==> config.mk <==
export PLATFORM = sky130hd
export DESIGN_NAME = lin_frame_receiver_flat
export DESIGN_NICKNAME = d
export VERILOG_FILES = /design/src/lin_fr_pkg.sv /design/src/lin_fr_if.sv /design/src/lin_fr_front.sv /design/src/lin_fr_queue.sv /design/src/lin_fr_back.sv /design/src/lin_frame_receiver.sv /design/src/flat_wrapper.sv
export SDC_FILE = /design/constraint.sdc
export NUM_CORES = 1
export LEC_CHECK = 0
export ABC_AREA = 1
export BUFFER_PORTS_ARGS = -buffer_cell sky130_fd_sc_hd__buf_2
export CAP_MARGIN = 20
export CORE_MARGIN = 4
export CORE_UTILIZATION = 55
export CTS_BUF_LIST = sky130_fd_sc_hd__clkbuf_2
export DETAILED_ROUTE_END_ITERATION = 12
export GPL_TIMING_DRIVEN = 0
export HOLD_SLACK_MARGIN = 0.12
export PLACE_DENSITY = 0.83
export RECOVER_POWER = 100
export SETUP_SLACK_MARGIN = 0.3
export SLEW_MARGIN = 0
export SYNTH_ARGS = -nofsm -noshare
export SYNTH_HDL_FRONTEND = slang
export SYNTH_HIERARCHICAL = 1
export SYNTH_SLANG_ARGS = --single-unit
==> constraint.sdc <==
create_clock -name clk -period 8.85 [get_ports clk]
set_input_delay 1.77 -clock clk [delete_from_list [all_inputs] [get_ports clk]]
set_output_delay 1.77 -clock clk [all_outputs]
set_load 0.03 [all_outputs]
==> src/lin_fr_pkg.sv <==
`default_nettype none
package lin_fr_pkg;

	// input mode codes
	localparam logic [1:0] MODE_BYTE  = 2'd0;
	localparam logic [1:0] MODE_BREAK = 2'd1;
	localparam logic [1:0] MODE_ARM   = 2'd2;

	// result kinds
	localparam logic KIND_FRAME = 1'b0;
	localparam logic KIND_RESP  = 1'b1;

	localparam logic [7:0] SYNC_BYTE   = 8'h55;
	localparam logic [7:0] CK_SEED     = 8'hFF;
	localparam logic [5:0] ID_LEN4_MIN = 6'h20;
	localparam logic [5:0] ID_LEN8_MIN = 6'h30;

	localparam int QDEPTH = 2;
	localparam int QPTR_W = $clog2(QDEPTH);
	localparam int QCNT_W = $clog2(QDEPTH + 1);

	typedef enum logic [1:0] {
		EV_BYTE,
		EV_BREAK,
		EV_ARM
	} ev_kind_t;

	// classified word passed from front to back
	typedef struct packed {
		ev_kind_t    kind;
		logic [7:0]  data;
	} ev_t;

	typedef enum logic [1:0] {
		PH_BREAK,
		PH_SYNC,
		PH_PID,
		PH_DATA
	} phase_t;

	function automatic logic [3:0] len_of_id(input logic [5:0] id);
		logic [3:0] len;
		if (id < ID_LEN4_MIN)
			len = 4'd2;
		else if (id < ID_LEN8_MIN)
			len = 4'd4;
		else
			len = 4'd8;
		return len;
	endfunction

endpackage
`default_nettype wire

==> src/lin_fr_if.sv <==
`default_nettype none
// Input channel: UART events.
interface lin_in_if;
	logic        valid;
	logic        ready;
	logic [1:0]  mode;
	logic [7:0]  rx_byte;

	modport source (output valid, output mode, output rx_byte, input ready);
	modport sink   (input valid, input mode, input rx_byte, output ready);
endinterface

// Output channel: frames and response requests.
interface lin_out_if;
	logic        valid;
	logic        ready;
	logic        kind;
	logic [5:0]  frame_id;
	logic [3:0]  data_length;
	logic [63:0] frame_data;
	logic        checksum_ok;

	modport source (output valid, output kind, output frame_id, output data_length,
		output frame_data, output checksum_ok, input ready);
	modport sink   (input valid, input kind, input frame_id, input data_length,
		input frame_data, input checksum_ok, output ready);
endinterface

// Configuration write channel: response_id.
interface lin_cfg_if;
	logic        valid;
	logic        ready;
	logic [5:0]  data;

	modport source (output valid, output data, input ready);
	modport sink   (input valid, input data, output ready);
endinterface
`default_nettype wire

==> src/lin_fr_front.sv <==
`default_nettype none
module lin_fr_front (
	input  wire logic              clk,
	input  wire logic              arst_n,
	lin_in_if.sink                 in_ch,
	output lin_fr_pkg::ev_t        ev,
	output logic                   ev_valid,
	input  wire logic              ev_ready
);

	lin_fr_pkg::ev_t ev_s1;
	logic            vld_s1;
	logic            take;
	logic            keep;
	lin_fr_pkg::ev_t ev_n;

	assign in_ch.ready = !vld_s1 || ev_ready;
	assign take        = in_ch.valid && in_ch.ready;

	// classify; unused mode code is accepted and dropped here
	always_comb begin
		ev_n.data = in_ch.rx_byte;
		ev_n.kind = lin_fr_pkg::EV_BYTE;
		keep      = 1'b1;
		case (in_ch.mode)
			lin_fr_pkg::MODE_BYTE:  ev_n.kind = lin_fr_pkg::EV_BYTE;
			lin_fr_pkg::MODE_BREAK: ev_n.kind = lin_fr_pkg::EV_BREAK;
			lin_fr_pkg::MODE_ARM:   ev_n.kind = lin_fr_pkg::EV_ARM;
			default:                keep      = 1'b0;
		endcase
	end

	always_ff @(posedge clk or negedge arst_n) begin
		if (!arst_n) begin
			vld_s1 <= 1'b0;
		end else if (take) begin
			vld_s1 <= keep;
		end else if (ev_ready) begin
			vld_s1 <= 1'b0;
		end
	end

	always_ff @(posedge clk) begin
		if (take) begin
			ev_s1 <= ev_n;
		end
	end

	assign ev       = ev_s1;
	assign ev_valid = vld_s1;

endmodule
`default_nettype wire

==> src/lin_fr_queue.sv <==
`default_nettype none
module lin_fr_queue (
	input  wire logic              clk,
	input  wire logic              arst_n,
	input  wire lin_fr_pkg::ev_t   push_ev,
	input  wire logic              push_valid,
	output logic                   push_ready,
	output lin_fr_pkg::ev_t        pop_ev,
	output logic                   pop_valid,
	input  wire logic              pop_ready
);

	lin_fr_pkg::ev_t                 mem_q [lin_fr_pkg::QDEPTH];
	logic [lin_fr_pkg::QPTR_W-1:0]   wr_q;
	logic [lin_fr_pkg::QPTR_W-1:0]   rd_q;
	logic [lin_fr_pkg::QCNT_W-1:0]   cnt_q;
	logic                            push;
	logic                            pop;

	assign push_ready = cnt_q != lin_fr_pkg::QCNT_W'(lin_fr_pkg::QDEPTH);
	assign pop_valid  = cnt_q != '0;
	assign push       = push_valid && push_ready;
	assign pop        = pop_valid && pop_ready;
	assign pop_ev     = mem_q[rd_q];

	always_ff @(posedge clk or negedge arst_n) begin
		if (!arst_n) begin
			wr_q  <= '0;
			rd_q  <= '0;
			cnt_q <= '0;
		end else begin
			if (push)
				wr_q <= (wr_q == lin_fr_pkg::QPTR_W'(lin_fr_pkg::QDEPTH - 1)) ? '0 : wr_q + 1'b1;
			if (pop)
				rd_q <= (rd_q == lin_fr_pkg::QPTR_W'(lin_fr_pkg::QDEPTH - 1)) ? '0 : rd_q + 1'b1;
			if (push && !pop)
				cnt_q <= cnt_q + 1'b1;
			else if (pop && !push)
				cnt_q <= cnt_q - 1'b1;
		end
	end

	always_ff @(posedge clk) begin
		if (push) begin
			mem_q[wr_q] <= push_ev;
		end
	end

endmodule
`default_nettype wire

==> src/lin_fr_back.sv <==
`default_nettype none
module lin_fr_back (
	input  wire logic              clk,
	input  wire logic              arst_n,
	input  wire lin_fr_pkg::ev_t   ev,
	input  wire logic              ev_valid,
	output logic                   ev_ready,
	lin_cfg_if.sink                cfg,
	lin_out_if.source              out_ch
);

	lin_fr_pkg::phase_t phase_q, phase_d;
	logic [5:0]   id_q, id_d;
	logic [3:0]   len_q, len_d;
	logic [3:0]   cnt_q, cnt_d;
	logic [7:0]   ck_q, ck_d;
	logic [63:0]  data_q, data_d;
	logic         armed_q, armed_d;
	logic [5:0]   resp_id_q;

	logic         out_vld_q, out_vld_d;
	logic         kind_q, kind_d;
	logic [5:0]   oid_q, oid_d;
	logic [3:0]   olen_q, olen_d;
	logic [63:0]  odata_q, odata_d;
	logic         ok_q, ok_d;
	logic         load;
	logic         pop;
	logic [5:0]   id_n;

	// a word is taken only when the result register has room for its result
	assign ev_ready  = !out_vld_q || out_ch.ready;
	assign pop       = ev_valid && ev_ready;
	assign cfg.ready = 1'b1;
	assign id_n      = ev.data[5:0];

	always_comb begin
		phase_d = phase_q;
		id_d    = id_q;
		len_d   = len_q;
		cnt_d   = cnt_q;
		ck_d    = ck_q;
		data_d  = data_q;
		armed_d = armed_q;
		load    = 1'b0;
		kind_d  = lin_fr_pkg::KIND_FRAME;
		oid_d   = id_q;
		olen_d  = len_q;
		odata_d = data_q;
		ok_d    = 1'b0;
		if (pop) begin
			case (ev.kind)
				lin_fr_pkg::EV_BREAK: phase_d = lin_fr_pkg::PH_SYNC;
				lin_fr_pkg::EV_ARM:   armed_d = 1'b1;
				lin_fr_pkg::EV_BYTE: begin
					case (phase_q)
						lin_fr_pkg::PH_SYNC: begin
							phase_d = (ev.data == lin_fr_pkg::SYNC_BYTE) ?
								lin_fr_pkg::PH_PID : lin_fr_pkg::PH_BREAK;
						end
						lin_fr_pkg::PH_PID: begin
							id_d  = id_n;
							len_d = lin_fr_pkg::len_of_id(id_n);
							if (armed_q && id_n == resp_id_q) begin
								armed_d = 1'b0;
								phase_d = lin_fr_pkg::PH_BREAK;
								load    = 1'b1;
								kind_d  = lin_fr_pkg::KIND_RESP;
								oid_d   = id_n;
								olen_d  = lin_fr_pkg::len_of_id(id_n);
								odata_d = '0;
							end else begin
								phase_d = lin_fr_pkg::PH_DATA;
								cnt_d   = '0;
								ck_d    = lin_fr_pkg::CK_SEED;
								data_d  = '0;
							end
						end
						lin_fr_pkg::PH_DATA: begin
							if (cnt_q < len_q) begin
								ck_d = ck_q ^ ev.data;
								for (int i = 0; i < 8; i++) begin
									if (cnt_q[2:0] == 3'(i))
										data_d[8*i +: 8] = data_q[8*i +: 8] | ev.data;
								end
								cnt_d = cnt_q + 4'd1;
							end else begin
								// checksum byte closes the frame
								phase_d = lin_fr_pkg::PH_BREAK;
								load    = 1'b1;
								ok_d    = ck_q == ev.data;
							end
						end
						default: ;
					endcase
				end
				default: ;
			endcase
		end
		out_vld_d = load ? 1'b1 : (out_ch.ready ? 1'b0 : out_vld_q);
	end

	always_ff @(posedge clk or negedge arst_n) begin
		if (!arst_n) begin
			phase_q   <= lin_fr_pkg::PH_BREAK;
			id_q      <= '0;
			len_q     <= '0;
			cnt_q     <= '0;
			ck_q      <= lin_fr_pkg::CK_SEED;
			data_q    <= '0;
			armed_q   <= 1'b0;
			resp_id_q <= '0;
			out_vld_q <= 1'b0;
		end else begin
			phase_q   <= phase_d;
			id_q      <= id_d;
			len_q     <= len_d;
			cnt_q     <= cnt_d;
			ck_q      <= ck_d;
			data_q    <= data_d;
			armed_q   <= armed_d;
			out_vld_q <= out_vld_d;
			if (cfg.valid)
				resp_id_q <= cfg.data;
		end
	end

	always_ff @(posedge clk) begin
		if (load) begin
			kind_q  <= kind_d;
			oid_q   <= oid_d;
			olen_q  <= olen_d;
			odata_q <= odata_d;
			ok_q    <= ok_d;
		end
	end

	assign out_ch.valid       = out_vld_q;
	assign out_ch.kind        = kind_q;
	assign out_ch.frame_id    = oid_q;
	assign out_ch.data_length = olen_q;
	assign out_ch.frame_data  = odata_q;
	assign out_ch.checksum_ok = ok_q;

endmodule
`default_nettype wire

==> src/lin_frame_receiver.sv <==
// channel  dir  payload                                           handshake
// in_ch    in   mode[1:0], rx_byte[7:0]                           valid/ready
// out_ch   out  kind, frame_id[5:0], data_length[3:0],            valid/ready
//               frame_data[63:0], checksum_ok
// cfg      in   data[5:0] (response_id)                           valid/ready
//
// One word per cycle sustained while out_ch takes results. A word passes the
// front register, a two-entry queue and the frame state machine; out_ch.valid
// rises when the word that closes the result reaches the result register.
// Reset (arst_n low) clears the state machine, queue and response_id at once.
// A stalled out_ch holds the result register; the back stops popping, and
// in_ch keeps taking words until the queue and front register are full.
// cfg is always ready.
`default_nettype none
module lin_frame_receiver (
	input  wire logic  clk,
	input  wire logic  arst_n,
	lin_in_if.sink     in_ch,
	lin_out_if.source  out_ch,
	lin_cfg_if.sink    cfg
);

	lin_fr_pkg::ev_t front_ev;
	logic            front_valid;
	logic            front_ready;
	lin_fr_pkg::ev_t q_ev;
	logic            q_valid;
	logic            q_ready;

	lin_fr_front u_front (
		.clk      (clk),
		.arst_n   (arst_n),
		.in_ch    (in_ch),
		.ev       (front_ev),
		.ev_valid (front_valid),
		.ev_ready (front_ready)
	);

	lin_fr_queue u_queue (
		.clk        (clk),
		.arst_n     (arst_n),
		.push_ev    (front_ev),
		.push_valid (front_valid),
		.push_ready (front_ready),
		.pop_ev     (q_ev),
		.pop_valid  (q_valid),
		.pop_ready  (q_ready)
	);

	lin_fr_back u_back (
		.clk      (clk),
		.arst_n   (arst_n),
		.ev       (q_ev),
		.ev_valid (q_valid),
		.ev_ready (q_ready),
		.cfg      (cfg),
		.out_ch   (out_ch)
	);

endmodule
`default_nettype wire

==> src/flat_wrapper.sv <==
// flat-port wrapper written by rule: the top's interface ports become plain ports
module lin_frame_receiver_flat 
  (clk, arst_n, in_ch_valid, in_ch_mode, in_ch_rx_byte, in_ch_ready, out_ch_valid, out_ch_kind, out_ch_frame_id, out_ch_data_length, out_ch_frame_data, out_ch_checksum_ok, out_ch_ready, cfg_valid, cfg_data, cfg_ready);
  lin_in_if in_ch_i ();
  lin_out_if out_ch_i ();
  lin_cfg_if cfg_i ();
  input  wire logic clk;
  input  wire logic arst_n;
  input wire logic [$bits(in_ch_i.valid)-1:0] in_ch_valid;
  input wire logic [$bits(in_ch_i.mode)-1:0] in_ch_mode;
  input wire logic [$bits(in_ch_i.rx_byte)-1:0] in_ch_rx_byte;
  output wire logic [$bits(in_ch_i.ready)-1:0] in_ch_ready;
  output wire logic [$bits(out_ch_i.valid)-1:0] out_ch_valid;
  output wire logic [$bits(out_ch_i.kind)-1:0] out_ch_kind;
  output wire logic [$bits(out_ch_i.frame_id)-1:0] out_ch_frame_id;
  output wire logic [$bits(out_ch_i.data_length)-1:0] out_ch_data_length;
  output wire logic [$bits(out_ch_i.frame_data)-1:0] out_ch_frame_data;
  output wire logic [$bits(out_ch_i.checksum_ok)-1:0] out_ch_checksum_ok;
  input wire logic [$bits(out_ch_i.ready)-1:0] out_ch_ready;
  input wire logic [$bits(cfg_i.valid)-1:0] cfg_valid;
  input wire logic [$bits(cfg_i.data)-1:0] cfg_data;
  output wire logic [$bits(cfg_i.ready)-1:0] cfg_ready;
  assign in_ch_i.valid = in_ch_valid;
  assign in_ch_i.mode = in_ch_mode;
  assign in_ch_i.rx_byte = in_ch_rx_byte;
  assign in_ch_ready = in_ch_i.ready;
  assign out_ch_valid = out_ch_i.valid;
  assign out_ch_kind = out_ch_i.kind;
  assign out_ch_frame_id = out_ch_i.frame_id;
  assign out_ch_data_length = out_ch_i.data_length;
  assign out_ch_frame_data = out_ch_i.frame_data;
  assign out_ch_checksum_ok = out_ch_i.checksum_ok;
  assign out_ch_i.ready = out_ch_ready;
  assign cfg_i.valid = cfg_valid;
  assign cfg_i.data = cfg_data;
  assign cfg_ready = cfg_i.ready;
  lin_frame_receiver u_core (.clk(clk), .arst_n(arst_n), .in_ch(in_ch_i), .out_ch(out_ch_i), .cfg(cfg_i));
endmodule
Yosys cells after proc, flatten, opt, wreduce, memory -nomap -nowiden
Memories as Yosys holds them, arrays and structs flattened.
Index checks and enable logic that the tools add are counted.
{"block": "op_classes", "shift": 0, "eq_ne": 32, "bitwise_logic": 12, "n_lt_le_gt_ge": 3, "addsub": 5, "multipliers": 0, "reduce_logical": 36, "div_mod_pow": 0, "muxes": 56}
{"operator": "$mux W64", "n": 6}
{"operator": "$pmux W64 S2", "n": 1}
{"operator": "$mux W8", "n": 10}
{"operator": "$or A8 B8 Y8", "n": 8}
{"operator": "$reduce_and A6 Y1", "n": 8}
{"operator": "$mux W4", "n": 8}
{"operator": "$mux W6", "n": 4}
{"operator": "$ne A2 B2 Y1 const B", "n": 12}
{"operator": "$pmux W8 S2", "n": 1}
{"operator": "$mux W1", "n": 15}
{"operator": "$reduce_bool A2 Y1", "n": 7}
{"operator": "$eq A3 B3 Y1 const B", "n": 4}
{"operator": "$lt A6 B6 Y1 const B", "n": 2}
{"operator": "$mux W2", "n": 5}
{"operator": "$eq A2 B2 Y1 const B", "n": 4}
{"operator": "$eq A8 B7 Y1 const B", "n": 1}
{"operator": "$eq A8 B8 Y1", "n": 1}
{"operator": "$pmux W2 S2", "n": 2}
{"operator": "$pmux W4 S2", "n": 1}
{"operator": "$reduce_and A4 Y1", "n": 2}
{"operator": "$xor A8 B8 Y8", "n": 1}
{"operator": "$eq A2 B1 Y1 const B", "n": 3}
{"operator": "$eq A3 B2 Y1 const B", "n": 2}
{"operator": "$eq A6 B6 Y1", "n": 1}
{"operator": "21 further kinds", "n": 35}
{"block": "totals", "ff_bits": 187, "ram_bits": 20, "rom_bits": 0, "inputBits": 21, "latchBits": 0, "word_cells": 172, "mem_count": 1}
{"name": "u_core.u_queue.mem_q", "depth": 2, "word_bits": 10, "rd": 1, "rd_clocked_by_memory_dff": 0, "write_ports": 1, "line_no": "lin_fr_queue.sv:13", "text": "lin_fr_pkg::ev_t mem_q [lin_fr_pkg::QDEPTH];"}

Depth between registers and ports, before layout
An unclocked memory read counts as a cell.
{"block": "depth", "depth_word": 8, "mapped_depth": 16}

Cells and area by module
The synthesis kept the hierarchy.
{"module": "lin_fr_back", "area_each_um2": 7732.4, "seq_area_each_um2": 4639.4, "cells_per_inst": 887, "instances": 1}
{"module": "lin_fr_queue", "area_each_um2": 974.7, "seq_area_each_um2": 700.7, "cells_per_inst": 81, "instances": 1}
{"module": "lin_fr_front", "area_each_um2": 367.9, "seq_area_each_um2": 325.3, "cells_per_inst": 22, "instances": 1}

Least setup slack after synthesis
No wires, ideal clock.
{"block": "synth_timing", "kind": "input to register", "startpoint": "in out_ch_ready", "endpoint": "reg u_core.u_back.ok_q, in the netlist u_core/u_back/out_ch.checksum_ok (enable)", "n_path_buf": 0, "arrival_ns": 5.344, "slack_ns": 2.996, "path_stages": 6, "setup_time_ns": 0.511, "cell_sequence": "inv_1 -> nand2_2 -> nand2_1 -> nor2_4 -> inv_2 -> nor2_1"}
{"block": "synth_via", "elab_chain_len": 3}
{"element": "start, declared", "line_no": "flat_wrapper.sv:19", "text": "input wire logic [$bits(out_ch_i.ready)-1:0] out_ch_ready;"}
{"element": "$logic_or A1 B1 Y1", "line_no": "lin_fr_back.sv:32", "text": "assign ev_ready = !out_vld_q || out_ch.ready;"}
{"element": "named net u_core.q_ready", "line_no": "lin_frame_receiver.sv:28", "text": "logic q_ready;"}
{"element": "$logic_and A1 B1 Y1", "line_no": "lin_fr_back.sv:33", "text": "assign pop = ev_valid && ev_ready;"}
{"element": "$mux W1", "line_no": "lin_fr_back.sv:51", "text": "if (pop) begin"}
{"element": "named net u_core.u_back.load", "line_no": "lin_fr_back.sv:27", "text": "logic load;"}
{"element": "end signal, assigned", "line_no": "lin_fr_back.sv:134", "text": "ok_q <= ok_d;"}
{"element": "end, declared", "line_no": "lin_fr_back.sv:26", "text": "logic ok_q, ok_d;"}
The timed path passes the listed nets, and every way through them passes these cells.
A chain may end at the register's enable or synchronous reset.

==> qor.yml <==
clock_tree:
  cts_tree: "built"
  clk_pin_slew_ns: 0.09
  clk_latency_ns: 0.79
  cts_resized: 0
  clockBufferDepth: 3
  htreeDepth: 2
  root_buffer: "clkbuf_2"
  cts_buffers: 51
  holdBufCountCts: 0
  cts.sinks: 205
  post-cts-setup-buffers: 0
routing:
  vias_per_cell: 4.99
  num_vias: 7000
  final_antenna_net_count: 0
  drt_iter0_drc: 726
  post-route-drc-count: 0
  drt-total-wl_mm: 20.0
  wire_per_inst_um: 14.3
  firstDrtPassIters: 5
timing:
  maxSlewViolCount: 117
  finalHoldViolCount: 0
  fin_crit_sh_pct: 52.1
  clock_skew_ns: 0.0564
  setup_tns_ns: 0
  period_needed_ns: 4.61
  grt_setup_unrepaired: "false"
  setup_viol: 0
  relSlewSlack_pct: -71.2
  fmax_mhz: 217
  max_slew.worst_pin.slew_ns: 2.57
floorplan:
  rows: 46
  dieArea_um2: 18600
  coreArea_um2: 16000
  die_y_um: 136
  die_x_um: 136
  start_util_pct: 56.7
  num_io_pins: 100
yosys:
  yosysSeqAreaShare_pct: 62.4
  ys_top_cells_by_area: "edfxtp_1 (35%), dfrtp_1 (25%), nand2_1 (15%)"
  synth_nets: 1022
  synth_seq_cells: 205
  synth_cells: 990
  synth_top_area_share_pct: 34.7
  avgSynthCellArea_um2: 9.17
  yosysMostFrequentCell: "nand2_1"
  synth_top_cells_by_count: "nand2_1 (358), nor2_1 (149), inv_1 (116), edfxtp_1 (105), dfrtp_1 (92)"
  yosysTopAreaCell: "edfxtp_1"
  synth_flop_cell: "edfxtp_1"
  ys_warn_count: 6
  async_reset_ff_share_pct: 48.8
  synth_edf_count: 105
  synthesis.area_um2: 9070
  ys_types: 38
layout:
  final_cells: 1402
  regArea_um2: 5670
  finish.net_count: 1175
  area_growth_pct: 11.4
  multiInputGateArea_um2: 2650
  drive_gt1_share_pct: 10.2
  fill_cells: 1429
setup_path:
  crit_fanout: 34
  required_ns: 9.19
  worstPathArrival_ns: 4.95
  r2r_cells: 14
  criticalPathCategory: "flip-flop to flip-flop"
  crit_path_start_kind: "flip-flop"
  worstSetupEndpointType: "flip-flop"
hold_path:
  holdPathStages: 0
  worstHoldPathType: "flip-flop to flip-flop"
global_routing:
  track_usage_pct: 22.0
  antenna_found_initial: 1
  grt_pass1_wl_mm: 32.6
  grt.overflow.total: 0
  grt_max_degree: 58
  grt_pass1_vias: 6907
placed_design:
  gp_congestion: 0.885
  io_buffer_count: 97
  dp_cells: 1306
  dp_hpwl_mm: 13.2
run:
  max_cap_viol_count: 3
outcome:
  outcome: "finished with violations"
  violations: "capacitance limit, slew limit"
power:
  powerDensity_nw_per_um2: 225
  ir_drop_mv: 0.213
  power_leakage_nw: 5.28
[flip-flops by register name, indices dropped and copies added (netlist names)]
register                          count
u_core/u_back/out_ch.data_length      3
u_core/u_back/resp_id_q               6
u_core/u_back/data_q                 64
u_core/u_queue/cnt_q                  2
u_core/u_back/out_ch.valid            1
u_core/u_back/out_ch.frame_id         6
u_core/u_queue/mem_q                 20
u_core/u_queue/wr_q                   1
u_core/u_back/len_q                   3
u_core/u_queue/rd_q                   1
u_core/u_front/ev                    10
u_core/u_back/out_ch.checksum_ok      1
u_core/u_back/id_q                    6
u_core/u_back/out_ch.frame_data      64
u_core/u_back/cnt_q                   4
u_core/u_back/out_ch.kind             1
u_core/u_front/ev_valid               1
u_core/u_back/phase_q                 2
u_core/u_back/armed_q                 1
u_core/u_back/ck_q                    8
[placed cells by master (no fill, tap or decap), types with 3 or more instances in the layout]
cell type	synthesis	routed
a21oi_1	13	13
buf_2	4	18
buf_4	4	3
clkbuf_1	23	111
clkbuf_2	0	76
clkinv_1	2	19
dfrtp_1	92	92
dfstp_2	8	8
edfxtp_1	105	105
ha_1	11	11
inv_1	116	118
inv_2	6	4
nand2_1	358	362
nand3_1	9	10
nand4_1	11	12
nor2_1	149	160
o21ai_0	21	27
o21ai_1	10	4
o22ai_1	5	5
xnor2_1	5	5
xor2_1	5	5
[power breakdown]
| group | internal, mW | total [mW] | switching (mW) |
|---|---|---|---|
| Combinational | 0.162 | 0.520 | 0.357 |
| Clock | 0.259 | 0.628 | 0.369 |
| Sequential | 1.09 | 1.12 | 0.0337 |
[worst paths after layout]
path / slack [ns] / startpoint / end
min: 0.43 / u_core/u_front/ev[7] / u_core/u_queue/mem_q[0][7]
min reg2reg: 0.43 / u_core/u_front/ev[7] / u_core/u_queue/mem_q[0][7]
max: 4.24 / u_core/u_queue/rd_q / u_core/u_back/out_ch.frame_data[57]
max in group asynchronous: 5.60 / arst_n / u_core/u_back/data_q[43]
max reg2reg: 4.24 / u_core/u_queue/rd_q / u_core/u_back/out_ch.frame_data[57]
min in group asynchronous: 1.77 / arst_n / u_core/u_back/data_q[45]
[worst max-delay path: stages, from the launching register on]
cell and delay [ns]:
dfrtp_1 0.41, inv_1 0.08, clkbuf_1 0.36, nand2_1 0.10, nand2_1 0.25, nand2_1 0.10, nand2_1 0.08, nand2_1 0.05
nor2_1 0.20, nand3_2 0.13, clkbuf_1 0.27, nand2_1 0.14, inv_1 0.06, nor2_1 0.44, clkbuf_1 1.46
[routing by layer]
layer  vias up  GRT usage [%]  routed length (um)
met5         -              0                   0
met1      3265           28.4                8310
li1       3404              -                   -
met4         0           8.90                 589
met2       285           37.1                9620
met3        46           3.85                1470
[metrics by stage]
stage	area (um2)	hold WS (ns)	setup slack, ns	util [%]	power (mW)
after global placement	9830	0.424	1.60	61.4	1.65
after CTS	10400	0.428	5.33	64.9	2.31
after global routing	10100	0.455	3.77	63.2	2.41
after detailed placement	9910	0.434	5.35	61.9	1.68
final	10100	0.430	4.24	63.2	2.27
after floorplan	9070	0.421	3.00	-	1.52
[area by class of cell]
type / count / area share [%]
Clock buffer: 76 / 3.76
Tap cell: 216 / 2.67
Multi-Input combinational cell: 626 / 26.2
Clock inverter: 19 / 0.978
Timing Repair Buffer: 100 / 4.16
Sequential cell: 205 / 56.1
Inverter: 124 / 4.61
Antenna cell: 1 / 0.0248
Buffer: 35 / 1.50
[cell families (layout without fill, tap and decap cells)]
logic type / after synthesis / in the layout / share of synthesized area (%)
buffers and inverters: 159 / 354 / 7.09
multiplexers: 1 / 1 / 0.124
flip-flops: 205 / 205 / 62.4
XOR/XNOR: 11 / 11 / 1.14
other: 2 / 3 / 0.0828
AO/OA/AOI/OAI: 50 / 50 / 2.87
AND/OR/NAND/NOR: 551 / 551 / 24.7
adder cells (fa/ha/maj): 11 / 11 / 1.52
Power figures use the tool's default switching activity.
